$ cat src/rtl/shca_pkg.sv
// Shared types, widths and codes of the strip hit cluster accumulator.
package shca_pkg;

    localparam int POS_W    = 18;
    localparam int TIME_W   = 20;
    localparam int PULSE_W  = 12;
    localparam int PACC_W   = 18;
    localparam int SUM_W    = 24;
    localparam int CNT_W    = 7;
    localparam int STRIP_W  = 10;
    localparam int CFG_W    = 20;
    localparam int CFG_IDX_W = 2;
    localparam int MAX_HITS_DEFAULT = 64;

    localparam logic [1:0] REQ_PROBE = 2'd0;
    localparam logic [1:0] REQ_ADD   = 2'd1;
    localparam logic [1:0] REQ_START = 2'd2;

    localparam logic [1:0] VIEW_X    = 2'd0;
    localparam logic [1:0] VIEW_Y    = 2'd1;
    localparam logic [1:0] VIEW_BOTH = 2'd2;
    localparam logic [1:0] VIEW_RSVD = 2'd3;

    localparam logic [CFG_IDX_W-1:0] CFG_STRIP_X = 2'd0;
    localparam logic [CFG_IDX_W-1:0] CFG_STRIP_Y = 2'd1;
    localparam logic [CFG_IDX_W-1:0] CFG_TWIN    = 2'd2;

    localparam logic [STRIP_W-1:0] STRIP_RESET = 10'd196;
    localparam logic [TIME_W-1:0]  TWIN_RESET  = 20'd99999;

    typedef struct packed {
        logic update;
        logic div_start;
        logic out_load;
    } t_cmd;

    typedef struct packed {
        logic div_done;
    } t_sts;

endpackage

$ cat src/rtl/shca_div.sv
// Serial signed-by-unsigned divider, one quotient bit per cycle, truncating toward zero.
module shca_div #(
    parameter int DIVIDEND_W = 24,
    parameter int DIVISOR_W  = 7
) (
    input  logic                         i_clk,
    input  logic                         i_rst_n,
    input  logic                         i_start,
    input  logic signed [DIVIDEND_W-1:0] i_dividend,
    input  logic        [DIVISOR_W-1:0]  i_divisor,
    output logic signed [DIVIDEND_W-1:0] o_quotient,
    output logic                         o_done
);
    localparam int STEP_W = $clog2(DIVIDEND_W);

    logic                  r_busy;
    logic                  r_done;
    logic [STEP_W-1:0]     r_count;
    logic [DIVIDEND_W-1:0] r_mag;
    logic [DIVISOR_W-1:0]  r_rem;
    logic [DIVISOR_W-1:0]  r_div;
    logic                  r_neg;

    logic [DIVISOR_W:0]    w_trial;
    logic                  w_ge;
    logic [DIVISOR_W:0]    w_diff;

    always_comb begin
        w_trial = {r_rem, r_mag[DIVIDEND_W-1]};
        w_ge    = w_trial >= {1'b0, r_div};
        w_diff  = w_trial - {1'b0, r_div};
    end

    always_ff @(posedge i_clk) begin
        if (!i_rst_n) begin
            r_busy  <= 1'b0;
            r_done  <= 1'b0;
            r_count <= '0;
        end else begin
            r_done <= 1'b0;
            if (i_start) begin
                r_busy  <= 1'b1;
                r_count <= STEP_W'(DIVIDEND_W - 1);
            end else if (r_busy) begin
                r_count <= r_count - 1'b1;
                if (r_count == '0) begin
                    r_busy <= 1'b0;
                    r_done <= 1'b1;
                end
            end
        end
    end

    // magnitude register shifts dividend bits out and quotient bits in
    always_ff @(posedge i_clk) begin
        if (i_start) begin
            r_mag <= i_dividend[DIVIDEND_W-1] ? (~i_dividend + 1'b1) : i_dividend;
            r_neg <= i_dividend[DIVIDEND_W-1];
            r_rem <= '0;
            r_div <= i_divisor;
        end else if (r_busy) begin
            r_mag <= {r_mag[DIVIDEND_W-2:0], w_ge};
            r_rem <= w_ge ? w_diff[DIVISOR_W-1:0] : w_trial[DIVISOR_W-1:0];
        end
    end

    assign o_quotient = r_neg ? -$signed(r_mag) : $signed(r_mag);
    assign o_done     = r_done;

`ifndef NO_ASSERTIONS
    a_done_idle: assert property (@(posedge i_clk) disable iff (!i_rst_n)
        o_done |-> !r_busy)
        else $error("divider done while still busy");
    a_start_busy: assert property (@(posedge i_clk) disable iff (!i_rst_n)
        i_start |=> r_busy && r_count == STEP_W'(DIVIDEND_W - 1))
        else $error("divider did not start a full pass");
    a_last_done: assert property (@(posedge i_clk) disable iff (!i_rst_n)
        r_busy && r_count == '0 && !i_start |=> o_done)
        else $error("divider missed completion");
`endif

endmodule

$ cat src/rtl/shca_ctrl.sv
// Sequencer: accepts a hit, runs the mean dividers, loads the result register.
module shca_ctrl (
    input  logic          i_clk,
    input  logic          i_rst_n,
    input  logic          i_in_valid,
    output logic          o_in_ready,
    output logic          o_out_valid,
    input  logic          i_out_ready,
    output shca_pkg::t_cmd o_cmd,
    input  shca_pkg::t_sts i_sts
);
    import shca_pkg::*;

    localparam logic [1:0] ST_IDLE = 2'd0;
    localparam logic [1:0] ST_LOAD = 2'd1;
    localparam logic [1:0] ST_DIV  = 2'd2;
    localparam logic [1:0] ST_HOLD = 2'd3;

    logic [1:0] r_state;
    logic [1:0] n_state;
    logic       r_out_valid;
    logic       n_out_valid;
    logic       w_load;

    always_comb begin
        n_state = r_state;
        w_load  = 1'b0;
        unique case (r_state)
            ST_IDLE: begin
                if (i_in_valid) n_state = ST_LOAD;
            end
            ST_LOAD: begin
                n_state = ST_DIV;
            end
            ST_DIV: begin
                if (i_sts.div_done) n_state = ST_HOLD;
            end
            ST_HOLD: begin
                if (!r_out_valid || i_out_ready) begin
                    w_load  = 1'b1;
                    n_state = ST_IDLE;
                end
            end
            default: n_state = ST_IDLE;
        endcase
    end

    always_comb begin
        n_out_valid = r_out_valid;
        if (w_load) begin
            n_out_valid = 1'b1;
        end else if (i_out_ready) begin
            n_out_valid = 1'b0;
        end
    end

    always_ff @(posedge i_clk) begin
        if (!i_rst_n) begin
            r_state     <= ST_IDLE;
            r_out_valid <= 1'b0;
        end else begin
            r_state     <= n_state;
            r_out_valid <= n_out_valid;
        end
    end

    assign o_in_ready      = (r_state == ST_IDLE);
    assign o_out_valid     = r_out_valid;
    assign o_cmd.update    = (r_state == ST_IDLE) && i_in_valid;
    assign o_cmd.div_start = (r_state == ST_LOAD);
    assign o_cmd.out_load  = w_load;

`ifndef NO_ASSERTIONS
    a_accept_load: assert property (@(posedge i_clk) disable iff (!i_rst_n)
        o_cmd.update |=> r_state == ST_LOAD)
        else $error("accepted transaction did not start division");
    a_rise_hold: assert property (@(posedge i_clk) disable iff (!i_rst_n)
        $rose(r_out_valid) |-> $past(r_state) == ST_HOLD)
        else $error("result valid without finished division");
    a_no_overwrite: assert property (@(posedge i_clk) disable iff (!i_rst_n)
        o_cmd.out_load |-> !r_out_valid || i_out_ready)
        else $error("result register overwritten before taken");
    a_div_hold: assert property (@(posedge i_clk) disable iff (!i_rst_n)
        r_state == ST_DIV && i_sts.div_done |=> r_state == ST_HOLD)
        else $error("division completion lost");
`endif

endmodule

$ cat src/rtl/shca_dpath.sv
// Cluster state, association test, merge logic, mean dividers and result register.
module shca_dpath #(
    parameter int MAX_HITS = shca_pkg::MAX_HITS_DEFAULT
) (
    input  logic                                   i_clk,
    input  logic                                   i_rst_n,
    input  logic                                   i_cfg_wr_en,
    input  logic [shca_pkg::CFG_IDX_W-1:0]         i_cfg_index,
    input  logic [shca_pkg::CFG_W-1:0]             i_cfg_wdata,
    input  shca_pkg::t_cmd                         i_cmd,
    output shca_pkg::t_sts                         o_sts,
    input  logic [1:0]                             i_req_type,
    input  logic [7:0]                             i_z_plane,
    input  logic                                   i_x_valid,
    input  logic signed [shca_pkg::POS_W-1:0]      i_x_pos,
    input  logic                                   i_y_valid,
    input  logic signed [shca_pkg::POS_W-1:0]      i_y_pos,
    input  logic [shca_pkg::TIME_W-1:0]            i_hit_time,
    input  logic [shca_pkg::PULSE_W-1:0]           i_x_pulse,
    input  logic [shca_pkg::PULSE_W-1:0]           i_y_pulse,
    input  logic [1:0]                             i_hit_view,
    output logic                                   o_associated,
    output logic signed [shca_pkg::POS_W-1:0]      o_x_begin,
    output logic signed [shca_pkg::POS_W-1:0]      o_x_end,
    output logic signed [shca_pkg::POS_W-1:0]      o_y_begin,
    output logic signed [shca_pkg::POS_W-1:0]      o_y_end,
    output logic signed [shca_pkg::POS_W-1:0]      o_x_mean,
    output logic signed [shca_pkg::POS_W-1:0]      o_y_mean,
    output logic [shca_pkg::TIME_W-1:0]            o_time_begin,
    output logic [shca_pkg::TIME_W-1:0]            o_time_end,
    output logic [shca_pkg::PACC_W-1:0]            o_x_pulse_total,
    output logic [shca_pkg::PACC_W-1:0]            o_y_pulse_total,
    output logic [1:0]                             o_cluster_view
);
    import shca_pkg::*;

    localparam int HIT_CAP = (MAX_HITS < 127) ? MAX_HITS : 127;
    localparam int CMP_W   = POS_W + 2;
    localparam int TCMP_W  = TIME_W + 2;
    localparam logic signed [SUM_W:0] SUM_HI = (SUM_W+1)'((1 << (SUM_W-1)) - 1);
    localparam logic signed [SUM_W:0] SUM_LO = -(SUM_W+1)'(1 << (SUM_W-1));
    localparam logic [PACC_W:0] PACC_HI = (PACC_W+1)'((1 << PACC_W) - 1);

    // configuration
    logic [STRIP_W-1:0] r_strip_x;
    logic [STRIP_W-1:0] r_strip_y;
    logic [TIME_W-1:0]  r_twin;

    always_ff @(posedge i_clk) begin
        if (!i_rst_n) begin
            r_strip_x <= STRIP_RESET;
            r_strip_y <= STRIP_RESET;
            r_twin    <= TWIN_RESET;
        end else if (i_cfg_wr_en) begin
            unique case (i_cfg_index)
                CFG_STRIP_X: r_strip_x <= i_cfg_wdata[STRIP_W-1:0];
                CFG_STRIP_Y: r_strip_y <= i_cfg_wdata[STRIP_W-1:0];
                CFG_TWIN:    r_twin    <= i_cfg_wdata[TIME_W-1:0];
                default:     ;
            endcase
        end
    end

    // cluster state
    logic [7:0]               r_plane,  n_plane;
    logic signed [POS_W-1:0]  r_x_low,  n_x_low;
    logic signed [POS_W-1:0]  r_x_high, n_x_high;
    logic signed [POS_W-1:0]  r_y_low,  n_y_low;
    logic signed [POS_W-1:0]  r_y_high, n_y_high;
    logic signed [SUM_W-1:0]  r_x_sum,  n_x_sum;
    logic signed [SUM_W-1:0]  r_y_sum,  n_y_sum;
    logic [TIME_W-1:0]        r_t_low,  n_t_low;
    logic [TIME_W-1:0]        r_t_high, n_t_high;
    logic [PACC_W-1:0]        r_x_pacc, n_x_pacc;
    logic [PACC_W-1:0]        r_y_pacc, n_y_pacc;
    logic [1:0]               r_view,   n_view;
    logic [CNT_W-1:0]         r_x_hits, n_x_hits;
    logic [CNT_W-1:0]         r_y_hits, n_y_hits;
    logic [CNT_W-1:0]         r_total,  n_total;
    logic                     r_assoc;

    // association against the cluster as it stands
    logic signed [CMP_W-1:0]  w_mx, w_my, w_xp, w_yp;
    logic signed [TCMP_W-1:0] w_tw, w_t;
    logic                     w_x_ok, w_y_ok, w_t_ok, w_assoc;

    always_comb begin
        w_mx = CMP_W'({r_strip_x, 1'b0});
        w_my = CMP_W'({r_strip_y, 1'b0});
        w_xp = CMP_W'(i_x_pos);
        w_yp = CMP_W'(i_y_pos);
        w_tw = TCMP_W'(r_twin);
        w_t  = TCMP_W'(i_hit_time);
        w_x_ok = !(i_x_valid && r_x_hits != '0) ||
                 (w_xp > CMP_W'(r_x_low) - w_mx && w_xp < CMP_W'(r_x_high) + w_mx);
        w_y_ok = !(i_y_valid && r_y_hits != '0) ||
                 (w_yp > CMP_W'(r_y_low) - w_my && w_yp < CMP_W'(r_y_high) + w_my);
        w_t_ok = (w_t > $signed(TCMP_W'(r_t_low)) - w_tw) &&
                 (w_t < $signed(TCMP_W'(r_t_high)) + w_tw);
        w_assoc = (r_total != '0) && (i_z_plane == r_plane) && w_x_ok && w_y_ok && w_t_ok;
    end

    // merge
    logic [1:0]             w_hv;
    logic signed [SUM_W:0]  w_xs, w_ys;
    logic [PACC_W:0]        w_xpa, w_ypa;

    always_comb begin
        w_hv = (i_hit_view == VIEW_RSVD) ? VIEW_BOTH : i_hit_view;

        n_plane  = r_plane;   n_x_low  = r_x_low;   n_x_high = r_x_high;
        n_y_low  = r_y_low;   n_y_high = r_y_high;  n_x_sum  = r_x_sum;
        n_y_sum  = r_y_sum;   n_t_low  = r_t_low;   n_t_high = r_t_high;
        n_x_pacc = r_x_pacc;  n_y_pacc = r_y_pacc;  n_view   = r_view;
        n_x_hits = r_x_hits;  n_y_hits = r_y_hits;  n_total  = r_total;

        if (i_req_type == REQ_START) begin
            n_plane  = '0;  n_x_low  = '0;  n_x_high = '0;
            n_y_low  = '0;  n_y_high = '0;  n_x_sum  = '0;
            n_y_sum  = '0;  n_t_low  = '0;  n_t_high = '0;
            n_x_pacc = '0;  n_y_pacc = '0;  n_view   = VIEW_BOTH;
            n_x_hits = '0;  n_y_hits = '0;  n_total  = '0;
        end

        w_xs  = (SUM_W+1)'(n_x_sum) + (SUM_W+1)'(i_x_pos);
        w_ys  = (SUM_W+1)'(n_y_sum) + (SUM_W+1)'(i_y_pos);
        w_xpa = (PACC_W+1)'(n_x_pacc) + (PACC_W+1)'(i_x_pulse);
        w_ypa = (PACC_W+1)'(n_y_pacc) + (PACC_W+1)'(i_y_pulse);

        if ((i_req_type == REQ_ADD || i_req_type == REQ_START) &&
            n_total < CNT_W'(HIT_CAP)) begin
            if (n_total == '0) begin
                n_plane  = i_z_plane;
                n_t_low  = i_hit_time;
                n_t_high = i_hit_time;
                n_view   = w_hv;
            end else begin
                if (i_hit_time < n_t_low)  n_t_low  = i_hit_time;
                if (i_hit_time > n_t_high) n_t_high = i_hit_time;
                if (i_x_valid && n_view == VIEW_Y) n_view = VIEW_BOTH;
                if (i_y_valid && n_view == VIEW_X) n_view = VIEW_BOTH;
            end
            if (i_x_valid) begin
                // span opens on the first hit that carries X
                if (n_x_hits == '0 || i_x_pos < n_x_low)  n_x_low  = i_x_pos;
                if (n_x_hits == '0 || i_x_pos > n_x_high) n_x_high = i_x_pos;
                n_x_hits = n_x_hits + 1'b1;
                priority if (w_xs > SUM_HI) n_x_sum = SUM_HI[SUM_W-1:0];
                else if (w_xs < SUM_LO)     n_x_sum = SUM_LO[SUM_W-1:0];
                else                        n_x_sum = w_xs[SUM_W-1:0];
                n_x_pacc = (w_xpa > PACC_HI) ? PACC_HI[PACC_W-1:0] : w_xpa[PACC_W-1:0];
            end
            if (i_y_valid) begin
                if (n_y_hits == '0 || i_y_pos < n_y_low)  n_y_low  = i_y_pos;
                if (n_y_hits == '0 || i_y_pos > n_y_high) n_y_high = i_y_pos;
                n_y_hits = n_y_hits + 1'b1;
                priority if (w_ys > SUM_HI) n_y_sum = SUM_HI[SUM_W-1:0];
                else if (w_ys < SUM_LO)     n_y_sum = SUM_LO[SUM_W-1:0];
                else                        n_y_sum = w_ys[SUM_W-1:0];
                n_y_pacc = (w_ypa > PACC_HI) ? PACC_HI[PACC_W-1:0] : w_ypa[PACC_W-1:0];
            end
            n_total = n_total + 1'b1;
        end
    end

    always_ff @(posedge i_clk) begin
        if (!i_rst_n) begin
            r_plane  <= '0;  r_x_low  <= '0;  r_x_high <= '0;
            r_y_low  <= '0;  r_y_high <= '0;  r_x_sum  <= '0;
            r_y_sum  <= '0;  r_t_low  <= '0;  r_t_high <= '0;
            r_x_pacc <= '0;  r_y_pacc <= '0;  r_view   <= VIEW_BOTH;
            r_x_hits <= '0;  r_y_hits <= '0;  r_total  <= '0;
        end else if (i_cmd.update) begin
            r_plane  <= n_plane;   r_x_low  <= n_x_low;   r_x_high <= n_x_high;
            r_y_low  <= n_y_low;   r_y_high <= n_y_high;  r_x_sum  <= n_x_sum;
            r_y_sum  <= n_y_sum;   r_t_low  <= n_t_low;   r_t_high <= n_t_high;
            r_x_pacc <= n_x_pacc;  r_y_pacc <= n_y_pacc;  r_view   <= n_view;
            r_x_hits <= n_x_hits;  r_y_hits <= n_y_hits;  r_total  <= n_total;
        end
    end

    always_ff @(posedge i_clk) begin
        if (i_cmd.update) r_assoc <= w_assoc;
    end

    // running means
    logic signed [SUM_W-1:0] w_x_quo, w_y_quo;
    logic                    w_x_done, w_y_done;

    shca_div #(.DIVIDEND_W(SUM_W), .DIVISOR_W(CNT_W)) u_div_x (
        .i_clk      (i_clk),
        .i_rst_n    (i_rst_n),
        .i_start    (i_cmd.div_start),
        .i_dividend (r_x_sum),
        .i_divisor  (r_x_hits),
        .o_quotient (w_x_quo),
        .o_done     (w_x_done)
    );

    shca_div #(.DIVIDEND_W(SUM_W), .DIVISOR_W(CNT_W)) u_div_y (
        .i_clk      (i_clk),
        .i_rst_n    (i_rst_n),
        .i_start    (i_cmd.div_start),
        .i_dividend (r_y_sum),
        .i_divisor  (r_y_hits),
        .o_quotient (w_y_quo),
        .o_done     (w_y_done)
    );

    assign o_sts.div_done = w_x_done && w_y_done;

    // result register
    always_ff @(posedge i_clk) begin
        if (i_cmd.out_load) begin
            o_associated    <= r_assoc;
            o_x_begin       <= r_x_low;
            o_x_end         <= r_x_high;
            o_y_begin       <= r_y_low;
            o_y_end         <= r_y_high;
            o_x_mean        <= (r_x_hits == '0) ? '0 : w_x_quo[POS_W-1:0];
            o_y_mean        <= (r_y_hits == '0) ? '0 : w_y_quo[POS_W-1:0];
            o_time_begin    <= r_t_low;
            o_time_end      <= r_t_high;
            o_x_pulse_total <= r_x_pacc;
            o_y_pulse_total <= r_y_pacc;
            o_cluster_view  <= r_view;
        end
    end

`ifndef NO_ASSERTIONS
    a_cap: assert property (@(posedge i_clk) disable iff (!i_rst_n)
        r_total <= CNT_W'(HIT_CAP))
        else $error("hit count beyond cap");
    a_coord_le_total: assert property (@(posedge i_clk) disable iff (!i_rst_n)
        r_x_hits <= r_total && r_y_hits <= r_total)
        else $error("coordinate count exceeds hit count");
    a_span_order: assert property (@(posedge i_clk) disable iff (!i_rst_n)
        r_x_low <= r_x_high && r_y_low <= r_y_high && r_t_low <= r_t_high)
        else $error("cluster span inverted");
`endif

endmodule

$ cat src/rtl/strip_hit_cluster_accumulator.sv
// Top level of the strip hit cluster accumulator.
// Keeps one cluster of strip hits on a single detector plane. Every input transaction
// carries one hit and a request (probe, add, or start a new cluster with the hit);
// association is judged against the cluster as it was before the request; for an add or
// start request below the hit cap the hit is then merged, and one result transaction
// reports the association, the updated spans, position means, pulse totals and view.
// The hit is tested and merged at the accepting edge, then the load state starts the mean
// dividers, the two bit-serial dividers run (one quotient bit per cycle over the 24-bit
// position sums), the sequencer sees both dividers finish, and the output register is
// loaded. The next hit is accepted in the cycle after that load at the earliest, so no new
// hit is taken before the result of the last one is loaded; a result still waiting when
// the next one is ready holds the sequencer until it is taken. The output register lets
// the next hit be accepted while a result still waits. Strip pitches and the time window
// are written over the configuration port; the user must write them only while the block
// is idle, which the block itself does not enforce.
module strip_hit_cluster_accumulator #(
    parameter int MAX_HITS = shca_pkg::MAX_HITS_DEFAULT
) (
    input  logic                                   i_clk,
    input  logic                                   i_rst_n,
    // configuration
    input  logic                                   i_cfg_wr_en,
    input  logic [shca_pkg::CFG_IDX_W-1:0]         i_cfg_index,
    input  logic [shca_pkg::CFG_W-1:0]             i_cfg_wdata,
    // hit channel
    input  logic                                   i_in_valid,
    output logic                                   o_in_ready,
    input  logic [1:0]                             i_req_type,
    input  logic [7:0]                             i_z_plane,
    input  logic                                   i_x_valid,
    input  logic signed [shca_pkg::POS_W-1:0]      i_x_pos,
    input  logic                                   i_y_valid,
    input  logic signed [shca_pkg::POS_W-1:0]      i_y_pos,
    input  logic [shca_pkg::TIME_W-1:0]            i_hit_time,
    input  logic [shca_pkg::PULSE_W-1:0]           i_x_pulse,
    input  logic [shca_pkg::PULSE_W-1:0]           i_y_pulse,
    input  logic [1:0]                             i_hit_view,
    // result channel
    output logic                                   o_out_valid,
    input  logic                                   i_out_ready,
    output logic                                   o_associated,
    output logic signed [shca_pkg::POS_W-1:0]      o_x_begin,
    output logic signed [shca_pkg::POS_W-1:0]      o_x_end,
    output logic signed [shca_pkg::POS_W-1:0]      o_y_begin,
    output logic signed [shca_pkg::POS_W-1:0]      o_y_end,
    output logic signed [shca_pkg::POS_W-1:0]      o_x_mean,
    output logic signed [shca_pkg::POS_W-1:0]      o_y_mean,
    output logic [shca_pkg::TIME_W-1:0]            o_time_begin,
    output logic [shca_pkg::TIME_W-1:0]            o_time_end,
    output logic [shca_pkg::PACC_W-1:0]            o_x_pulse_total,
    output logic [shca_pkg::PACC_W-1:0]            o_y_pulse_total,
    output logic [1:0]                             o_cluster_view
);
    import shca_pkg::*;

    t_cmd w_cmd;   // sequencer commands: merge, start division, load result
    t_sts w_sts;   // datapath status: division finished

    shca_ctrl u_ctrl (
        .i_clk       (i_clk),
        .i_rst_n     (i_rst_n),
        .i_in_valid  (i_in_valid),
        .o_in_ready  (o_in_ready),
        .o_out_valid (o_out_valid),
        .i_out_ready (i_out_ready),
        .o_cmd       (w_cmd),
        .i_sts       (w_sts)
    );

    shca_dpath #(.MAX_HITS(MAX_HITS)) u_dpath (
        .i_clk           (i_clk),
        .i_rst_n         (i_rst_n),
        .i_cfg_wr_en     (i_cfg_wr_en),
        .i_cfg_index     (i_cfg_index),
        .i_cfg_wdata     (i_cfg_wdata),
        .i_cmd           (w_cmd),
        .o_sts           (w_sts),
        .i_req_type      (i_req_type),
        .i_z_plane       (i_z_plane),
        .i_x_valid       (i_x_valid),
        .i_x_pos         (i_x_pos),
        .i_y_valid       (i_y_valid),
        .i_y_pos         (i_y_pos),
        .i_hit_time      (i_hit_time),
        .i_x_pulse       (i_x_pulse),
        .i_y_pulse       (i_y_pulse),
        .i_hit_view      (i_hit_view),
        .o_associated    (o_associated),
        .o_x_begin       (o_x_begin),
        .o_x_end         (o_x_end),
        .o_y_begin       (o_y_begin),
        .o_y_end         (o_y_end),
        .o_x_mean        (o_x_mean),
        .o_y_mean        (o_y_mean),
        .o_time_begin    (o_time_begin),
        .o_time_end      (o_time_end),
        .o_x_pulse_total (o_x_pulse_total),
        .o_y_pulse_total (o_y_pulse_total),
        .o_cluster_view  (o_cluster_view)
    );

endmodule
$ cat config.mk
export PLATFORM = sky130hd
export DESIGN_NAME = strip_hit_cluster_accumulator
export DESIGN_NICKNAME = d
export VERILOG_FILES = /design/src/rtl/shca_pkg.sv /design/src/rtl/shca_div.sv /design/src/rtl/shca_ctrl.sv /design/src/rtl/shca_dpath.sv /design/src/rtl/strip_hit_cluster_accumulator.sv
export SDC_FILE = /design/constraint.sdc
export NUM_CORES = 2
export LEC_CHECK = 0
export BUFFER_PORTS_ARGS = -buffer_cell sky130_fd_sc_hd__buf_4
export CORE_MARGIN = 8
export CORE_UTILIZATION = 61
export CTS_CLUSTER_DIAMETER = 60
export DETAILED_ROUTE_END_ITERATION = 10
export PLACE_DENSITY = 0.86
export SYNTH_ARGS = -nofsm -noshare
export SYNTH_HDL_FRONTEND = slang
export SYNTH_SLANG_ARGS = --single-unit
$ cat constraint.sdc
create_clock -name i_clk -period 15.8 [get_ports i_clk]
set_input_delay 4.74 -clock i_clk [delete_from_list [all_inputs] [get_ports i_clk]]
set_output_delay 4.74 -clock i_clk [all_outputs]
set_load 0.1 [all_outputs]
Yosys cells after proc, flatten, opt, wreduce, memory -nomap -nowiden
Cells that the tools add are included.
Storage, ports and cells
  bits in read-only memories: 0
  logic and storage cells: 248
  memories: 0
  output and inout port bits: 189
  latch bits: 0
  memory bits (writable): 0
  input bits: 121
  register bits: 550
Operators by class
  bitwise operators: 5
  add/sub/neg operators: 21
  multiplexer cells: 91
  equal/unequal tests: 13
  shifts and indexed selects: 0
  $lt $le $gt $ge: 21
  div/mod/pow operators: 0
  $mul: 0
  reductions and logical operators: 48
Operators by type and width (count)
  two-way mux 18 bit: 26
  two-way mux 24 bit: 16
  two-way mux 20 bit: 8
  adder 18 x 12 -> 19 bit: 4
  two-way mux 7 bit: 10
  adder 24 x 18 -> 25 bit: 2
  greater-than comparator 25 x 24 -> 1 bit, second input constant: 2
  less-than comparator 25 x 24 -> 1 bit, second input constant: 2
  adder 24 x 1 -> 24 bit, second input constant: 2
  inverter 24 bit: 2
  greater-than comparator 18 x 19 -> 1 bit: 2
  greater-than comparator 19 x 18 -> 1 bit, second input constant: 2
  less-than comparator 18 x 19 -> 1 bit: 2
  subtractor 18 x 12 -> 19 bit: 2
  greater-than comparator 18 bit: 2
  less-than comparator 18 bit: 2
  negation 18 bit: 2
  logical NOT 7 bit: 5
  two-way mux 8 bit: 3
  greater-than comparator 21 x 22 -> 1 bit: 1
  less-than comparator 21 x 22 -> 1 bit: 1
  two-way mux 2 bit: 11
  adder 20 x 20 -> 21 bit: 1
  adder 7 x 1 -> 7 bit, second input constant: 3
  27 further kinds: 86

Longest topological paths before layout
  depth in word-level cells: 12
  gate-level depth with buffers: 24
  depth with buffers taken out: 24

Cells and area by module
A second synthesis with hierarchy kept.
Second synthesis, totals
  cells, all modules: 3797
  area total of the unflattened synthesis: 35783.1 um^2
By module, submodules not included
  shca_dpath: times used 1, area an instance 29226.8 um^2, cells each 3093, seq. area each 10990.5 um^2
  shca_div at u_dpath.u_div_x: times used 1, area an instance 3190.6 um^2, cells each 342, seq. area each 1241.2 um^2
  shca_div at u_dpath.u_div_y: times used 1, area an instance 3150.5 um^2, cells each 339, seq. area each 1241.2 um^2
  shca_ctrl: times used 1, area an instance 215.2 um^2, cells each 23, seq. area each 60.1 um^2

Least setup slack after synthesis
No wires, ideal clock.
  path type: input to register
  start point: in i_out_ready
  end point: reg u_dpath.o_associated, enable pin
  data arrival time: 13069 ps
  slack: 1971 ps
  required time: 15040 ps
  stages on the path: 2
  cell sequence: nor2b_1 > nor2b_1
Between the ends
  cells in the longest elaborated chain, start to end: 3
RTL lines
  from (decl): RTL line strip_hit_cluster_accumulator.sv:40  | input logic i_out_ready,
  logical OR 1 bit: RTL line shca_ctrl.sv:39  | if (!r_out_valid || i_out_ready) begin
  two-way mux 1 bit: RTL line shca_ctrl.sv:39
  two-way mux 1 bit: RTL line shca_ctrl.sv:28  | unique case (r_state)
  to (signal assigned): RTL line shca_dpath.sv:215  | o_associated <= r_assoc;
  to (decl): RTL line shca_dpath.sv:22  | output logic o_associated,
No other way between the ends.
A chain may end at the register's enable or synchronous reset.

Worst setup path after layout
  start point: in i_req_type[0]
  end point: reg u_dpath.r_y_sum[22]
Between the ends
  cells in the longest elaborated chain, start to end: 8
RTL lines
  from (decl): RTL line strip_hit_cluster_accumulator.sv:28  | input logic [1:0] i_req_type,
  equality test 2 bit: RTL line shca_dpath.sv:117, shca_dpath.sv:130
  two-way mux 24 bit: RTL line shca_dpath.sv:117  | if (i_req_type == REQ_START) begin
  adder 24 x 18 -> 25 bit: RTL line shca_dpath.sv:126  | w_ys = (SUM_W+1)'(n_y_sum) + (SUM_W+1)'(i_y_pos);
  less-than comparator 25 x 24 -> 1 bit: RTL line shca_dpath.sv:158  | else if (w_ys < SUM_LO) n_y_sum = SUM_LO[SUM_W-1:0];
  two-way mux 24 bit: RTL line shca_dpath.sv:158
  two-way mux 24 bit: RTL line shca_dpath.sv:157  | priority if (w_ys > SUM_HI) n_y_sum = SUM_HI[SUM_W-1:0];
  two-way mux 24 bit: RTL line shca_dpath.sv:153  | if (i_y_valid) begin
  two-way mux 24 bit *: RTL line shca_dpath.sv:130  | if ((i_req_type == REQ_ADD || i_req_type == REQ_START) &&
  to (signal assigned): RTL line shca_dpath.sv:176  | r_y_sum <= n_y_sum; r_t_low <= n_t_low; r_t_high <= n_t_high;
  to (decl): RTL line shca_dpath.sv:71  | logic signed [SUM_W-1:0] r_y_sum, n_y_sum;
Every way passes the cells marked *; elsewhere a longest branch is shown, timed or not.

==> flow_metrics.tcl <==
set metrics [dict create \
    antenna_found_initial 2 \
    ir_drop_mv 0.114 \
    grt_overflow 0 \
    drt_iter0_drc 2709 \
    place_congestion 0.943 \
    netlist_top_cells_area "edfxtp_1, dfxtp_1, ha_1" \
    grt_max_degree 153 \
    hold_viol 0 \
    cts_hold_buf 0 \
    endpoint_kind "flop" \
    r2r_end "u_dpath.r_assoc" \
    totalPowerFinal_mw 5.75 \
    synth.top_cell.area_share_pct 21.4 \
    fin_setup_tns_ps 0 \
    holdCritStartpoint "u_dpath.r_assoc" \
    synth_async_sr_flop_share_pct 0 \
    p_per_area_mw_per_mm2 142 \
    maxCapViolations 0 \
    postLayoutCellArea_mm2 0.0404 \
    ys_ff_latch 550 \
    cp_max_fo 42 \
    row_count 88 \
    grt_use_total_pct 28.3 \
    grt_pass1_wl_um 154000 \
    cpMaxStageDelayCell "nand3b_1" \
    startpoint_type "input port" \
    cts_root_buf "clkbuf_16" \
    clk_pin_slew_ps 70 \
    nNetsFinal 4652 \
    grt_pass1_vias 29364 \
    skew_ps 45.5 \
    cts_tree "done" \
    ant_nets 0 \
    cts_num_sinks 550 \
    start_util_pct 61.4 \
    ff2ff_setup_slack_ps 10720 \
    max_freq_mhz 109 \
    cp_cell_sequence "buf_4, inv_1, ha_4, buf_4, nor2_1, ha_1, fa_1, a21oi_1, o2111ai_1, a311oi_1, o21ai_0, a311o_1, nand4_1, nand3b_1, or2_2, a31oi_1, nor3b_1" \
    dp.final_hpwl_um 71900 \
    syn_avg_cell_area_um2 9.14 \
    drive_gt1_share_pct 11.9 \
    tightestPinTransition_ps 1200 \
    core_mm2 0.0575 \
    fp.dieW_um 257 \
    period_minus_slack_ps 9160 \
    wl_per_cell_um 19.9 \
    routed_via_density 6.17 \
    holdPathEnd "u_dpath.o_associated" \
    postCtsSetupBuffers 0 \
    area.growth.synth_to_final_pct 14.3 \
    rr_startpoint "u_dpath.r_strip_x[1]" \
    io_pins 310 \
    synth.cell_area_mm2 0.0353 \
    yosysSeqAreaShare_pct 38.3 \
    placed_cell_area_mm2 0.0383 \
    h-tree-depth 2 \
    min_path_cells 0 \
    synth_edf_count 252 \
    slew_headroom_pct 20.0 \
    drt_first_pass_iters 7 \
    status "completed" \
    yosysWarnings 0 \
    die_h_um 257 \
    cp.arrival_ps 9660 \
    crit_top_cell "buf_4" \
    insertion_delay_ps 650 \
    die_area_mm2 0.0658 \
    clock_path_buffers 3 \
    slew_viol_final 0 \
    routed_wl_um 97900 \
    yosys.cell_types.count 89 \
    numCtsBuffers 58 \
    yosysTopAreaCell "edfxtp_1" \
    setup_viol 0 \
    hp-class "flop to flop" \
    drc 0 \
    synthCells 3861 \
    worstPathRequired_ps 16300 \
    vias 30407 \
    portBuffers 309 \
    layout_common_cells "nand2_1, ha_1, buf_4" \
    mostFrequentLayoutCell "nand2_1" \
    rsz0062_at_grt "false" \
    cts_resized 0 \
    p_leak_nw 17.1 \
    crit_type "input port to flop" \
    r2r.worst_path.cells 21 \
    min_period_over_period_pct 58.0 \
    slowest_delay_ps 600 \
    synthesis.nets 4401 \
    synth_ff_type "dfxtp_1" \
]
[critical path, delay by kind of cell]
kind	cells	cell delay (ps)
AO/OA/AOI/OAI	6	1570
AND/OR/NAND/NOR	5	1490
adder cells (fa/ha/maj)	3	1150
buffers and inverters	3	680
[state kept, by name, indices dropped and copies added (netlist names), 20 cells and up]
signal / count
u_dpath.r_x_sum: 24
u_dpath.r_y_sum: 24
u_dpath.u_div_x.r_mag: 24
u_dpath.u_div_y.r_mag: 24
u_dpath.o_time_begin: 20
u_dpath.o_time_end: 20
u_dpath.r_t_high: 20
u_dpath.r_t_low: 20
u_dpath.r_twin: 20
[cell families after synthesis]
group / count (synthesis) / synth area share [%]
flops: 550 / 38.3
compound gates: 1080 / 20.0
buf+inv: 347 / 3.78
mux: 20 / 0.571
fa+ha+maj: 419 / 15.1
simple gates: 1203 / 16.2
xor+xnor: 242 / 6.00
[worst max-delay path by stage]
stage / startpoint / to
2_1_floorplan: i_out_ready / u_dpath.o_associated
3_3_place_gp: i_req_type[0] / u_dpath.r_y_sum[22]
3_5_place_dp: i_req_type[0] / u_dpath.r_y_sum[22]
4_1_cts: i_req_type[0] / u_dpath.r_y_sum[22]
5_1_grt: i_req_type[0] / u_dpath.r_x_sum[6]
6_report: i_req_type[0] / u_dpath.r_y_sum[22]
[power breakdown]
group | switching (mW) | internal, mW | leakage (nW)
registers | 0.250 | 1.82 | 4.81
clock network | 0.602 | 0.858 | 1.00
logic | 1.42 | 0.802 | 11.3
total | 2.27 | 3.48 | 17.1
[metrics by stage]
| step | utilization [%] | setup slack (ps) | hold slack [ps] | cells |
|---|---|---|---|---|
| final | 70.2 | 6640 | 428 | 4929 |
| after global routing | 70.2 | 6270 | 435 | 4928 |
| after CTS | 70.2 | 6740 | 427 | 4927 |
| after detailed placement | 66.6 | 6130 | 412 | 4817 |
| after global placement | 66.6 | 6290 | 402 | 4817 |
| after floorplan | - | 1970 | 400 | 3861 |
[routing by layer]
metal / global-route usage, % / vias to the layer above / share of wire, %
met3: 4.95 / 261 / 8.2
met5: 0 / - / 0
met2: 46.1 / 1283 / 46
li1: - / 14494 / -
met1: 36.8 / 14369 / 41
met4: 12.1 / 0 / 4.4
[cell type report]
cell class                 instances  area (um2)
fill                            4269       17100
clock buffer                      71        1560
multi-input combinational       2964       20500
inverter                         201         757
clock inverter                    39         484
timing repair buffer             337        2550
tap                              765         957
sequential                       550       13500
antenna                            2        5.00
[synthesized netlist by cell type (12+ instances only)]
library cell	instances
nand2_1	420
ha_1	407
a21oi_1	302
dfxtp_1	298
nor2_1	290
edfxtp_1	252
o21ai_0	200
inv_1	197
xor2_1	122
nor2b_1	120
xnor2_1	120
clkbuf_1	118
a21o_1	100
nand3_1	92
a21boi_0	53
o21a_1	52
nand4_1	50
nor3_1	43
o211ai_1	43
a22o_1	38
nand2b_1	36
and3_1	32
o22ai_1	29
o31ai_1	29
o2bb2ai_1	28
o21ai_1	23
or3_1	23
a211oi_1	22
a32o_1	22
a31oi_1	20
and2_1	20
mux2i_1	19
buf_2	16
nor4_1	13
a211o_1	12
fa_1	12
nor3b_1	12
o2111ai_1	12
o21bai_1	12
No activity file was read; power rests on OpenSTA's default activity.
